==> src/rtl/obr_pkg.sv <==
// Shared widths, constants and types of the OHLC bar resampler.
`timescale 1ns / 1ps

package obr_pkg;

  localparam int unsigned TIME_W      = 32;
  localparam int unsigned END_W       = TIME_W + 1;
  localparam int unsigned OUT_PRICE_W = 48;
  localparam int unsigned MAX_PRICE_W = 64;
  localparam int unsigned VOL_IN_W    = 32;
  localparam int unsigned VOL_W       = 48;
  localparam int unsigned PERIOD_W    = 31;
  localparam int unsigned FIFO_DEPTH  = 4;

  localparam logic [PERIOD_W-1:0] PERIOD_RESET = PERIOD_W'(60);

  typedef struct packed {
    logic [TIME_W-1:0]      out_time;
    logic [OUT_PRICE_W-1:0] out_open;
    logic [OUT_PRICE_W-1:0] out_high;
    logic [OUT_PRICE_W-1:0] out_low;
    logic [OUT_PRICE_W-1:0] out_close;
    logic [VOL_W-1:0]       out_volume;
    logic                   out_last;
  } obr_result_t;

  // Up to two merged bars leave the merge stage per input transaction.
  typedef struct packed {
    logic [1:0]  count;
    obr_result_t first;
    obr_result_t second;
  } obr_push_t;

endpackage

==> src/rtl/obr_if.sv <==
// Valid/ready channel interfaces for input bars and merged result bars.
`timescale 1ns / 1ps

interface obr_in_if #(
  parameter int unsigned PRICE_BITS = 48
);
  import obr_pkg::*;

  logic                  valid;
  logic                  ready;
  logic [TIME_W-1:0]     bar_time;
  logic [PRICE_BITS-1:0] bar_open;
  logic [PRICE_BITS-1:0] bar_high;
  logic [PRICE_BITS-1:0] bar_low;
  logic [PRICE_BITS-1:0] bar_close;
  logic [VOL_IN_W-1:0]   bar_volume;
  logic                  final_bar;

  modport source (
    output valid, bar_time, bar_open, bar_high, bar_low, bar_close, bar_volume, final_bar,
    input  ready
  );

  modport sink (
    input  valid, bar_time, bar_open, bar_high, bar_low, bar_close, bar_volume, final_bar,
    output ready
  );
endinterface

interface obr_out_if;
  import obr_pkg::*;

  logic                   valid;
  logic                   ready;
  logic [TIME_W-1:0]      out_time;
  logic [OUT_PRICE_W-1:0] out_open;
  logic [OUT_PRICE_W-1:0] out_high;
  logic [OUT_PRICE_W-1:0] out_low;
  logic [OUT_PRICE_W-1:0] out_close;
  logic [VOL_W-1:0]       out_volume;
  logic                   out_last;

  modport source (
    output valid, out_time, out_open, out_high, out_low, out_close, out_volume, out_last,
    input  ready
  );

  modport sink (
    input  valid, out_time, out_open, out_high, out_low, out_close, out_volume, out_last,
    output ready
  );
endinterface

==> src/rtl/obr_merge.sv <==
// Input register, period state and single-pass merge logic of the resampler.
`timescale 1ns / 1ps

module obr_merge #(
  parameter int unsigned PRICE_BITS = 48
) (
  input  logic                          clk_i,
  input  logic                          rst_ni,
  obr_in_if.sink                        bar_i,
  input  logic [obr_pkg::PERIOD_W-1:0]  period_i,
  input  logic                          room_i,
  output obr_pkg::obr_push_t            push_o
);
  import obr_pkg::*;

  // Input register.
  logic                  in_valid_q;
  logic [TIME_W-1:0]     t_q;
  logic [PRICE_BITS-1:0] o_q, h_q, l_q, c_q;
  logic [VOL_IN_W-1:0]   v_q;
  logic                  fin_q;

  // Period state.
  logic                  have_q, have_d;
  logic [TIME_W-1:0]     start_q, start_d;
  logic [END_W-1:0]      end_q, end_d;
  logic [PRICE_BITS-1:0] acc_open_q, acc_open_d;
  logic [PRICE_BITS-1:0] acc_high_q, acc_high_d;
  logic [PRICE_BITS-1:0] acc_low_q, acc_low_d;
  logic [PRICE_BITS-1:0] acc_close_q, acc_close_d;
  logic [VOL_W-1:0]      acc_vol_q, acc_vol_d;

  logic                  fire;
  logic                  in_take;
  logic [VOL_W:0]        vol_sum;
  logic [VOL_W-1:0]      vol_sat;
  obr_result_t           bar_res, old_res, new_res;
  obr_push_t             push_d;

  function automatic logic [OUT_PRICE_W-1:0] to_out(input logic [PRICE_BITS-1:0] p);
    logic [MAX_PRICE_W-1:0] w;
    w = MAX_PRICE_W'(p);
    return w[OUT_PRICE_W-1:0];
  endfunction

  assign fire        = in_valid_q && room_i;
  assign bar_i.ready = !in_valid_q || fire;
  assign in_take     = bar_i.valid && bar_i.ready;

  always_ff @(posedge clk_i or negedge rst_ni) begin
    if (!rst_ni) begin
      in_valid_q <= 1'b0;
    end else if (in_take) begin
      in_valid_q <= 1'b1;
    end else if (fire) begin
      in_valid_q <= 1'b0;
    end
  end

  always_ff @(posedge clk_i) begin
    if (in_take) begin
      t_q   <= bar_i.bar_time;
      o_q   <= bar_i.bar_open;
      h_q   <= bar_i.bar_high;
      l_q   <= bar_i.bar_low;
      c_q   <= bar_i.bar_close;
      v_q   <= bar_i.bar_volume;
      fin_q <= bar_i.final_bar;
    end
  end

  assign vol_sum = {1'b0, acc_vol_q} + (VOL_W + 1)'(v_q);
  assign vol_sat = vol_sum[VOL_W] ? {VOL_W{1'b1}} : vol_sum[VOL_W-1:0];

  always_comb begin
    bar_res.out_time   = t_q;
    bar_res.out_open   = to_out(o_q);
    bar_res.out_high   = to_out(h_q);
    bar_res.out_low    = to_out(l_q);
    bar_res.out_close  = to_out(c_q);
    bar_res.out_volume = VOL_W'(v_q);
    bar_res.out_last   = fin_q;

    old_res.out_time   = start_q;
    old_res.out_open   = to_out(acc_open_q);
    old_res.out_high   = to_out(acc_high_q);
    old_res.out_low    = to_out(acc_low_q);
    old_res.out_close  = to_out(acc_close_q);
    old_res.out_volume = acc_vol_q;
    old_res.out_last   = 1'b0;

    have_d      = have_q;
    start_d     = start_q;
    end_d       = end_q;
    acc_open_d  = acc_open_q;
    acc_high_d  = acc_high_q;
    acc_low_d   = acc_low_q;
    acc_close_d = acc_close_q;
    acc_vol_d   = acc_vol_q;

    push_d.count  = 2'd0;
    push_d.first  = old_res;
    push_d.second = bar_res;
    new_res       = old_res;

    if (fire) begin
      if (period_i == '0) begin
        have_d = 1'b0;
        if (have_q) begin
          push_d.count = 2'd2;
        end else begin
          push_d.first = bar_res;
          push_d.count = 2'd1;
        end
      end else begin
        if (!have_q) begin
          have_d      = 1'b1;
          start_d     = t_q;
          end_d       = END_W'(t_q) + END_W'(period_i);
          acc_open_d  = o_q;
          acc_high_d  = h_q;
          acc_low_d   = l_q;
          acc_close_d = c_q;
          acc_vol_d   = VOL_W'(v_q);
        end else if ({1'b0, t_q} < end_q) begin
          if (h_q > acc_high_q) begin
            acc_high_d = h_q;
          end
          if (l_q < acc_low_q) begin
            acc_low_d = l_q;
          end
          acc_close_d = c_q;
          acc_vol_d   = vol_sat;
        end else begin
          // The period steps forward from the old end, not from this bar's time.
          push_d.count = 2'd1;
          start_d      = end_q[TIME_W-1:0];
          end_d        = END_W'(end_q[TIME_W-1:0]) + END_W'(period_i);
          acc_open_d   = o_q;
          acc_high_d   = h_q;
          acc_low_d    = l_q;
          acc_close_d  = c_q;
          acc_vol_d    = VOL_W'(v_q);
        end

        if (fin_q) begin
          have_d             = 1'b0;
          new_res.out_time   = start_d;
          new_res.out_open   = to_out(acc_open_d);
          new_res.out_high   = to_out(acc_high_d);
          new_res.out_low    = to_out(acc_low_d);
          new_res.out_close  = to_out(acc_close_d);
          new_res.out_volume = acc_vol_d;
          new_res.out_last   = 1'b1;
          if (push_d.count == 2'd1) begin
            push_d.second = new_res;
            push_d.count  = 2'd2;
          end else begin
            push_d.first = new_res;
            push_d.count = 2'd1;
          end
        end
      end
    end
  end

  assign push_o = push_d;

  always_ff @(posedge clk_i or negedge rst_ni) begin
    if (!rst_ni) begin
      have_q <= 1'b0;
    end else begin
      have_q <= have_d;
    end
  end

  always_ff @(posedge clk_i) begin
    start_q     <= start_d;
    end_q       <= end_d;
    acc_open_q  <= acc_open_d;
    acc_high_q  <= acc_high_d;
    acc_low_q   <= acc_low_d;
    acc_close_q <= acc_close_d;
    acc_vol_q   <= acc_vol_d;
  end

  a_final_closes: assert property (@(posedge clk_i) disable iff (!rst_ni)
    fire && fin_q |=> !have_q)
    else $error("final bar left a period open");

  a_zero_period_emits: assert property (@(posedge clk_i) disable iff (!rst_ni)
    fire && (period_i == '0) |-> push_d.count != 2'd0)
    else $error("pass-through bar produced no result");

  a_pair_order: assert property (@(posedge clk_i) disable iff (!rst_ni)
    push_d.count == 2'd2 |-> !push_d.first.out_last)
    else $error("first of two results marked last");

  a_no_push_idle: assert property (@(posedge clk_i) disable iff (!rst_ni)
    !fire |-> push_d.count == 2'd0)
    else $error("result pushed without a transaction");

endmodule

==> src/rtl/obr_result_fifo.sv <==
// Result queue that takes up to two merged bars per cycle and sends one.
`timescale 1ns / 1ps

module obr_result_fifo (
  input  logic               clk_i,
  input  logic               rst_ni,
  input  obr_pkg::obr_push_t push_i,
  output logic               room_o,
  obr_out_if.source          res_o
);
  import obr_pkg::*;

  localparam int unsigned PTR_W = $clog2(FIFO_DEPTH);
  localparam int unsigned CNT_W = $clog2(FIFO_DEPTH + 1);

  obr_result_t        mem [FIFO_DEPTH];
  logic [PTR_W-1:0]   wr_ptr_q, wr_ptr_d;
  logic [PTR_W-1:0]   rd_ptr_q, rd_ptr_d;
  logic [CNT_W-1:0]   count_q, count_d;
  logic               pop;
  obr_result_t        head;

  assign head             = mem[rd_ptr_q];
  assign res_o.valid      = count_q != '0;
  assign res_o.out_time   = head.out_time;
  assign res_o.out_open   = head.out_open;
  assign res_o.out_high   = head.out_high;
  assign res_o.out_low    = head.out_low;
  assign res_o.out_close  = head.out_close;
  assign res_o.out_volume = head.out_volume;
  assign res_o.out_last   = head.out_last;

  assign pop = res_o.valid && res_o.ready;
  // Room for a full pair is judged on the registered count alone.
  assign room_o = count_q <= CNT_W'(FIFO_DEPTH - 2);

  assign wr_ptr_d = wr_ptr_q + PTR_W'(push_i.count);
  assign rd_ptr_d = rd_ptr_q + PTR_W'(pop);
  assign count_d  = count_q + CNT_W'(push_i.count) - CNT_W'(pop);

  always_ff @(posedge clk_i) begin
    if (push_i.count != 2'd0) begin
      mem[wr_ptr_q] <= push_i.first;
    end
    if (push_i.count == 2'd2) begin
      mem[wr_ptr_q + PTR_W'(1)] <= push_i.second;
    end
  end

  always_ff @(posedge clk_i or negedge rst_ni) begin
    if (!rst_ni) begin
      wr_ptr_q <= '0;
      rd_ptr_q <= '0;
      count_q  <= '0;
    end else begin
      wr_ptr_q <= wr_ptr_d;
      rd_ptr_q <= rd_ptr_d;
      count_q  <= count_d;
    end
  end

  a_no_overflow: assert property (@(posedge clk_i) disable iff (!rst_ni)
    count_q <= CNT_W'(FIFO_DEPTH))
    else $error("result queue overflow");

  a_push_needs_room: assert property (@(posedge clk_i) disable iff (!rst_ni)
    push_i.count != 2'd0 |-> room_o)
    else $error("push into a queue without room");

  a_count_holds: assert property (@(posedge clk_i) disable iff (!rst_ni)
    (push_i.count == 2'd0) && !pop |=> $stable(count_q))
    else $error("queue count moved without a push or pop");

endmodule

==> src/rtl/ohlc_bar_resampler_unit.sv <==
// An accepted bar waits in the input register until the result queue has room. Throughput:
// one input bar per cycle; the output sends one merged bar per cycle while ready is high, so
// a bar that yields two results holds the single output port for both, with a four-entry
// result queue absorbing the difference. The input stalls while three or more are queued.
// Reset: bar length returns to 60 seconds, no period is open and the result queue is empty.
`timescale 1ns / 1ps

module ohlc_bar_resampler_unit #(
  parameter int unsigned PRICE_BITS = 48
) (
  input  logic                         clk_i,
  input  logic                         rst_ni,
  input  logic                         cfg_we_i,
  input  logic [obr_pkg::PERIOD_W-1:0] cfg_data_i,
  obr_in_if.sink                       bar_i,
  obr_out_if.source                    res_o
);
  import obr_pkg::*;

  logic [PERIOD_W-1:0] period_q;
  logic                room;
  obr_push_t           push;

  always_ff @(posedge clk_i or negedge rst_ni) begin
    if (!rst_ni) begin
      period_q <= PERIOD_RESET;
    end else if (cfg_we_i) begin
      period_q <= cfg_data_i;
    end
  end

  obr_merge #(
    .PRICE_BITS (PRICE_BITS)
  ) u_merge (
    .clk_i    (clk_i),
    .rst_ni   (rst_ni),
    .bar_i    (bar_i),
    .period_i (period_q),
    .room_i   (room),
    .push_o   (push)
  );

  obr_result_fifo u_fifo (
    .clk_i  (clk_i),
    .rst_ni (rst_ni),
    .push_i (push),
    .room_o (room),
    .res_o  (res_o)
  );

endmodule
==> src/flat_wrapper.sv <==
// flat-port wrapper written by rule: the top's interface ports become plain ports
module ohlc_bar_resampler_unit_flat import obr_pkg::*;
#(
  parameter int unsigned PRICE_BITS = 48
)
  (clk_i, rst_ni, cfg_we_i, cfg_data_i, bar_i_valid, bar_i_bar_time, bar_i_bar_open, bar_i_bar_high, bar_i_bar_low, bar_i_bar_close, bar_i_bar_volume, bar_i_final_bar, bar_i_ready, res_o_valid, res_o_out_time, res_o_out_open, res_o_out_high, res_o_out_low, res_o_out_close, res_o_out_volume, res_o_out_last, res_o_ready);
  obr_in_if #(.PRICE_BITS(PRICE_BITS)) bar_i_i ();
  obr_out_if res_o_i ();
  input  logic clk_i;
  input  logic rst_ni;
  input  logic cfg_we_i;
  input  logic [obr_pkg::PERIOD_W-1:0] cfg_data_i;
  input wire logic [$bits(bar_i_i.valid)-1:0] bar_i_valid;
  input wire logic [$bits(bar_i_i.bar_time)-1:0] bar_i_bar_time;
  input wire logic [$bits(bar_i_i.bar_open)-1:0] bar_i_bar_open;
  input wire logic [$bits(bar_i_i.bar_high)-1:0] bar_i_bar_high;
  input wire logic [$bits(bar_i_i.bar_low)-1:0] bar_i_bar_low;
  input wire logic [$bits(bar_i_i.bar_close)-1:0] bar_i_bar_close;
  input wire logic [$bits(bar_i_i.bar_volume)-1:0] bar_i_bar_volume;
  input wire logic [$bits(bar_i_i.final_bar)-1:0] bar_i_final_bar;
  output wire logic [$bits(bar_i_i.ready)-1:0] bar_i_ready;
  output wire logic [$bits(res_o_i.valid)-1:0] res_o_valid;
  output wire logic [$bits(res_o_i.out_time)-1:0] res_o_out_time;
  output wire logic [$bits(res_o_i.out_open)-1:0] res_o_out_open;
  output wire logic [$bits(res_o_i.out_high)-1:0] res_o_out_high;
  output wire logic [$bits(res_o_i.out_low)-1:0] res_o_out_low;
  output wire logic [$bits(res_o_i.out_close)-1:0] res_o_out_close;
  output wire logic [$bits(res_o_i.out_volume)-1:0] res_o_out_volume;
  output wire logic [$bits(res_o_i.out_last)-1:0] res_o_out_last;
  input wire logic [$bits(res_o_i.ready)-1:0] res_o_ready;
  assign bar_i_i.valid = bar_i_valid;
  assign bar_i_i.bar_time = bar_i_bar_time;
  assign bar_i_i.bar_open = bar_i_bar_open;
  assign bar_i_i.bar_high = bar_i_bar_high;
  assign bar_i_i.bar_low = bar_i_bar_low;
  assign bar_i_i.bar_close = bar_i_bar_close;
  assign bar_i_i.bar_volume = bar_i_bar_volume;
  assign bar_i_i.final_bar = bar_i_final_bar;
  assign bar_i_ready = bar_i_i.ready;
  assign res_o_valid = res_o_i.valid;
  assign res_o_out_time = res_o_i.out_time;
  assign res_o_out_open = res_o_i.out_open;
  assign res_o_out_high = res_o_i.out_high;
  assign res_o_out_low = res_o_i.out_low;
  assign res_o_out_close = res_o_i.out_close;
  assign res_o_out_volume = res_o_i.out_volume;
  assign res_o_out_last = res_o_i.out_last;
  assign res_o_i.ready = res_o_ready;
  ohlc_bar_resampler_unit #(.PRICE_BITS(PRICE_BITS)) u_core (.clk_i(clk_i), .rst_ni(rst_ni), .cfg_we_i(cfg_we_i), .cfg_data_i(cfg_data_i), .bar_i(bar_i_i), .res_o(res_o_i));
endmodule
==> config.mk <==
export PLATFORM = sky130hd
export DESIGN_NAME = ohlc_bar_resampler_unit_flat
export DESIGN_NICKNAME = d
export VERILOG_FILES = /design/src/rtl/obr_pkg.sv /design/src/rtl/obr_if.sv /design/src/rtl/obr_merge.sv /design/src/rtl/obr_result_fifo.sv /design/src/rtl/ohlc_bar_resampler_unit.sv /design/src/flat_wrapper.sv
export SDC_FILE = /design/constraint.sdc
export NUM_CORES = 2
export LEC_CHECK = 0
export CAP_MARGIN = 20
export CELL_PAD_IN_SITES_DETAIL_PLACEMENT = 1
export CELL_PAD_IN_SITES_GLOBAL_PLACEMENT = 1
export CORE_ASPECT_RATIO = 1.1
export CORE_MARGIN = 3
export CORE_UTILIZATION = 54
export DETAILED_ROUTE_END_ITERATION = 6
export DONT_BUFFER_PORTS = 1
export PLACE_DENSITY = 0.92
export SLEW_MARGIN = 5
export SYNTH_ARGS = -nofsm -noshare
export SYNTH_HDL_FRONTEND = slang
export SYNTH_SLANG_ARGS = --single-unit
==> constraint.sdc <==
create_clock -name clk_i -period 30.1 [get_ports clk_i]
set_input_delay 1.505 -clock clk_i [delete_from_list [all_inputs] [get_ports clk_i]]
set_output_delay 1.505 -clock clk_i [all_outputs]
set_load 0.01 [all_outputs]
==> report_table.html <==
<table>
<tr><th>Metric</th><th>Value</th></tr>
<tr><th colspan="2">Worst hold path</th></tr>
<tr><td>Hold crit path type</td><td>in2async</td></tr>
<tr><th colspan="2">Clock network</th></tr>
<tr><td>Number of hold-repair buffers added at the cts stage</td><td>0</td></tr>
<tr><td>Number of gates resized after CTS</td><td>0</td></tr>
<tr><td>Root buffer selected by CTS</td><td>sky130_fd_sc_hd__clkbuf_16</td></tr>
<tr><td>Number of buffers added for setup after CTS</td><td>0</td></tr>
<tr><td>Maximum clock path buffer count</td><td>3</td></tr>
<tr><td>CTS tree</td><td>built</td></tr>
<tr><td>Clock buffers created by TritonCTS</td><td>176</td></tr>
<tr><td>Clock-pin slew on the worst setup and hold paths</td><td>60 ps</td></tr>
<tr><td>CTS H-tree lvls</td><td>4</td></tr>
<tr><td>Clock tree sinks</td><td>1694</td></tr>
<tr><td>Clk_lat worst skew</td><td>850 ps</td></tr>
<tr><th colspan="2">Synth</th></tr>
<tr><td>Register bit count reported by yosys</td><td>1694</td></tr>
<tr><td>Number of nets in the synthesized netlist</td><td>5977</td></tr>
<tr><td>Synth unique cells</td><td>84</td></tr>
<tr><td>Mean Syn Cell Area</td><td>14.9 um^2</td></tr>
<tr><td>Sequential cell area fraction in the yosys report</td><td>61.8%</td></tr>
<tr><td>Share of synthesized flip-flops with an asynchronous set or reset</td><td>2.36%</td></tr>
<tr><td>Synth Instances</td><td>5486</td></tr>
<tr><td>Synthesis warning total</td><td>0</td></tr>
<tr><td>Fraction of post-synthesis cell area in the top cell type by area</td><td>60.6%</td></tr>
<tr><td>Syn Std Cell Area</td><td>0.0820 mm^2</td></tr>
<tr><td>Largest area contributor in the synthesized netlist</td><td>sky130_fd_sc_hd__edfxtp_1</td></tr>
<tr><td>Synth top area cells</td><td>sky130_fd_sc_hd__edfxtp_1 61%, sky130_fd_sc_hd__mux2_2 12%, sky130_fd_sc_hd__mux4_2 7.5%</td></tr>
<tr><td>Prevailing post-synth register cell</td><td>sky130_fd_sc_hd__edfxtp_1</td></tr>
<tr><td>Count of flip-flops with a built-in enable after synthesis</td><td>1654</td></tr>
<tr><th colspan="2">Floorplanning</th></tr>
<tr><td>Core area</td><td>0.150 mm^2</td></tr>
<tr><td>Rows</td><td>149</td></tr>
<tr><td>Width of the chip</td><td>377 um</td></tr>
<tr><td>Die boundary height</td><td>415 um</td></tr>
<tr><td>Floorplan die area</td><td>0.157 mm^2</td></tr>
<tr><td>I/O pins</td><td>568</td></tr>
<tr><td>Starting density of the core</td><td>54.5%</td></tr>
<tr><th colspan="2">Setup path</th></tr>
<tr><td>Critical path peak fanout</td><td>121</td></tr>
<tr><td>R2R setup slack</td><td>23360 ps</td></tr>
<tr><td>Top Family by Delay on Critical Path</td><td>buffers and inverters</td></tr>
<tr><td>Category of the critical setup timing path</td><td>reg2reg</td></tr>
<tr><td>Worst flop-to-flop path startpoint</td><td>u_core.u_merge.t_q[28]</td></tr>
<tr><td>Critical Path, Cell by Cell</td><td>ha_1, nand4b_1, nor4_1, o21a_1, a31oi_1, ha_1, a21oi_2, nor2_4, nor4b_4, buf_12, a21o_4, buf_12, buf_4</td></tr>
<tr><td>Largest stage delay on the critical path</td><td>850 ps</td></tr>
<tr><td>CP Launch Type</td><td>flip-flop</td></tr>
<tr><td>Buffers plus inverters on the worst setup path</td><td>3</td></tr>
<tr><td>Max stage delay cell, worst path</td><td>sky130_fd_sc_hd__buf_4</td></tr>
<tr><td>Number of cells on the worst reg-to-reg path</td><td>13</td></tr>
<tr><td>Worst reg2reg endpoint</td><td>u_core.u_fifo.mem[0][104]</td></tr>
<tr><td>Crit. End Element</td><td>flip-flop</td></tr>
<tr><td>Arrival time of the worst setup path</td><td>7190 ps</td></tr>
<tr><td>Required time at the worst-slack endpoint</td><td>30550 ps</td></tr>
<tr><th colspan="2">Layout</th></tr>
<tr><td>Filler Cells Inserted</td><td>13600</td></tr>
<tr><td>Net count, final</td><td>5933</td></tr>
<tr><td>Fraction of the core area covered by cells at the end of the flow</td><td>59.7%</td></tr>
<tr><td>Sequential cell area</td><td>0.0507 mm^2</td></tr>
<tr><td>Area Growth Syn to Fin</td><td>9.60%</td></tr>
<tr><td>Footprint of the multi-input gates</td><td>0.0296 mm^2</td></tr>
<tr><td>Fraction of final layout cells sized beyond drive strength 1</td><td>26.9%</td></tr>
<tr><th colspan="2">STA</th></tr>
<tr><td>Fmax achieved</td><td>148 MHz</td></tr>
<tr><td>Headroom to the max-slew limit</td><td>23.0%</td></tr>
<tr><td>Total negative setup slack</td><td>0 ps</td></tr>
<tr><td>Final hold viol count</td><td>0</td></tr>
<tr><td>Layout Skew</td><td>55.8 ps</td></tr>
<tr><td>Setup-violating endpoint count in the final report</td><td>0</td></tr>
<tr><td>RSZ-0062 raised after global routing</td><td>no</td></tr>
<tr><td>Post-layout minimum cycle time</td><td>6740 ps</td></tr>
<tr><td>Number of slew-limit violations in the final report</td><td>0</td></tr>
<tr><td>Share of the cycle needed by the critical path after routing</td><td>22.4%</td></tr>
<tr><td>Transition at the pin with the smallest max-transition slack</td><td>1150 ps</td></tr>
<tr><th colspan="2">Global routing</th></tr>
<tr><td>Global-route met2 utilization</td><td>52.9%</td></tr>
<tr><td>Most heavily used metal layer in global routing</td><td>met2</td></tr>
<tr><td>Antenna violations before repair</td><td>77</td></tr>
<tr><td>Met3 Resource Use GR</td><td>7.65%</td></tr>
<tr><td>Via count of the first global-routing pass</td><td>53000</td></tr>
<tr><td>Global-route usage over all layers</td><td>31.4%</td></tr>
<tr><td>Global-route wire length before repair</td><td>364000 um</td></tr>
<tr><td>GR Overflow Total</td><td>0</td></tr>
<tr><td>Pin count of the biggest net entering global routing</td><td>133</td></tr>
<tr><td>GR met1 Demand/Resource</td><td>38.3%</td></tr>
<tr><th colspan="2">Placement</th></tr>
<tr><td>Number of buffers inserted by port buffering</td><td>0</td></tr>
<tr><td>RePlAce Congestion</td><td>0.905</td></tr>
<tr><td>HPWL Detailed</td><td>154000 um</td></tr>
<tr><th colspan="2">Flow run</th></tr>
<tr><td>Number of violations of the max-capacitance limit</td><td>0</td></tr>
<tr><th colspan="2">Routing</th></tr>
<tr><td>Detail Route Antenna Nets</td><td>0</td></tr>
<tr><td>Initial DRC Count</td><td>5562</td></tr>
<tr><td>Routed WL</td><td>250000 um</td></tr>
<tr><td>DRC</td><td>0</td></tr>
<tr><td>Wire length per cell after detailed routing</td><td>32.9 um</td></tr>
<tr><td>Vias/cell</td><td>6.65</td></tr>
<tr><td>Vias after detailed routing</td><td>50600</td></tr>
<tr><td>1st-pass router iterations</td><td>5</td></tr>
<tr><th colspan="2">Power and ir drop</th></tr>
<tr><td>Worst vdd rail ir drop</td><td>0.0000761 V</td></tr>
<tr><td>Leakage power figure</td><td>30.8 nW</td></tr>
<tr><td>Power per Cell Area</td><td>121 mW/mm^2</td></tr>
<tr><th colspan="2">Run status</th></tr>
<tr><td>Outcome</td><td>finished clean</td></tr>
</table>
==> cells in the final DEF, fill, tap and decap left out, drive strengths merged, types with 8 or more instances in the layout <==
cell type	instances
a21oi	382
nor3	47
a211oi	27
mux4	273
and3	18
diode	55
o221ai	10
nor2b	9
nor2	433
inv	166
and2	8
o22ai	10
nand4	40
mux2	936
bufinv	12
clkbuf	223
mux2i	19
a31oi	28
xnor2	47
a21o	46
o22a	52
edfxtp	1654
nand2	379
nor4	19
o21a	21
nand2b	11
clkinv	84
nand3	34
xor2	23
o211ai	16
ha	195
or3	10
o21ai	129
dfrtp	36
o21bai	9
buf	80
==> report_power, final <==
group	total (mW)	internal [mW]	switching (mW)
clock	2.18	1.20	0.973
sequential	4.14	3.64	0.499
combinational	4.53	1.80	2.73
==> stage by stage <==
stage               instances  power (mW)  hold slack, ps  area, um^2  setup slack [ps]
detailed placement       7226        8.57             508       84000             23370
global route             7592        11.3             297       89800             22980
CTS                      7555        10.8             282       89700             23370
floorplan                5486        7.29             460       82000              7920
finish                   7611        10.8             340       89800             23360
global placement         7225        8.24             479       84000             23620
==> sequential cells by signal, indices dropped and copies added, names as in the netlist, 33 cells and up <==
| signal | flops |
|---|---|
| u_core.u_merge.acc_high_q | 48 |
| u_core.u_merge.acc_close_q | 48 |
| u_core.u_merge.c_q | 48 |
| u_core.u_fifo.mem | 1092 |
| u_core.u_merge.h_q | 48 |
| u_core.u_merge.acc_vol_q | 48 |
| u_core.u_merge.l_q | 48 |
| u_core.u_merge.o_q | 48 |
| u_core.u_merge.acc_open_q | 48 |
| u_core.u_merge.end_q | 33 |
| u_core.u_merge.acc_low_q | 48 |
==> routing by layer <==
layer  vias up  wire length (um)
met5         -               253
met4        38             11700
met1     26300             91600
met2      2353            126000
met3       581             20500
li1      21300                 -
==> how the worst max path moves through the flow <==
stage	from	endpoint	slack [ps]	cells after the start
3_5_place_dp	u_core.u_merge.t_q[28]	u_core.u_fifo.mem[0][152]	23370	13
5_1_grt	u_core.u_merge.t_q[28]	u_core.u_fifo.mem[0][103]	22980	13
2_1_floorplan	u_core.u_merge.t_q[16]	u_core.u_fifo.mem[1][0]	7920	12
6_report	u_core.u_merge.t_q[28]	u_core.u_fifo.mem[0][104]	23360	13
3_3_place_gp	u_core.u_merge.t_q[28]	u_core.u_fifo.mem[0][104]	23620	13
4_1_cts	u_core.u_merge.t_q[28]	u_core.u_fifo.mem[0][151]	23370	13
==> layout make-up <==
cell class	count	share of cell area, %
Tap cell	1963	2.73
Clock buffer	223	5.15
Antenna cell	55	0.153
Multi-Input combinational cell	3332	33.0
Clock inverter	106	1.20
Inverter	158	0.660
Timing Repair Buffer	80	0.735
Sequential cell	1694	56.4
==> worst reg2reg max path, stage by stage, from the launching register on <==
cell	delay, ps
sky130_fd_sc_hd__edfxtp_1	490
sky130_fd_sc_hd__ha_1	380
sky130_fd_sc_hd__nand4b_1	150
sky130_fd_sc_hd__nor4_1	690
sky130_fd_sc_hd__o21a_1	430
sky130_fd_sc_hd__a31oi_1	280
sky130_fd_sc_hd__ha_1	440
sky130_fd_sc_hd__a21oi_2	130
sky130_fd_sc_hd__nor2_4	240
sky130_fd_sc_hd__nor4b_4	300
sky130_fd_sc_hd__buf_12	420
sky130_fd_sc_hd__a21o_4	740
sky130_fd_sc_hd__buf_12	650
sky130_fd_sc_hd__buf_4	920
==> synthesized netlist by cell type, types with 34 or more instances <==
master and n:
sky130_fd_sc_hd__a21o_1 46, sky130_fd_sc_hd__a21oi_1 381, sky130_fd_sc_hd__buf_1 73, sky130_fd_sc_hd__buf_2 92, sky130_fd_sc_hd__clkbuf_1 121, sky130_fd_sc_hd__dfrtp_1 36, sky130_fd_sc_hd__edfxtp_1 1654, sky130_fd_sc_hd__ha_1 195
sky130_fd_sc_hd__inv_1 158, sky130_fd_sc_hd__mux2_1 95, sky130_fd_sc_hd__mux2_2 841, sky130_fd_sc_hd__mux4_2 273, sky130_fd_sc_hd__nand2_1 379, sky130_fd_sc_hd__nand3_1 34, sky130_fd_sc_hd__nand4_1 40, sky130_fd_sc_hd__nor2_1 431
sky130_fd_sc_hd__nor3_1 44, sky130_fd_sc_hd__o21ai_0 125, sky130_fd_sc_hd__o22a_1 52, sky130_fd_sc_hd__xnor2_1 47
==> kinds of logic after synthesis <==
kind of cell / after synthesis / synth area share, %
XOR/XNOR: 70 / 0.748
flip-flops: 1694 / 61.8
multiplexers: 1228 / 20.6
buffers and inverters: 460 / 2.32
adder cells (fa/ha/maj): 198 / 3.05
AND/OR/NAND/NOR: 1039 / 5.51
AO/OA/AOI/OAI: 797 / 5.95
No activity file was read; power rests on OpenSTA's default activity.
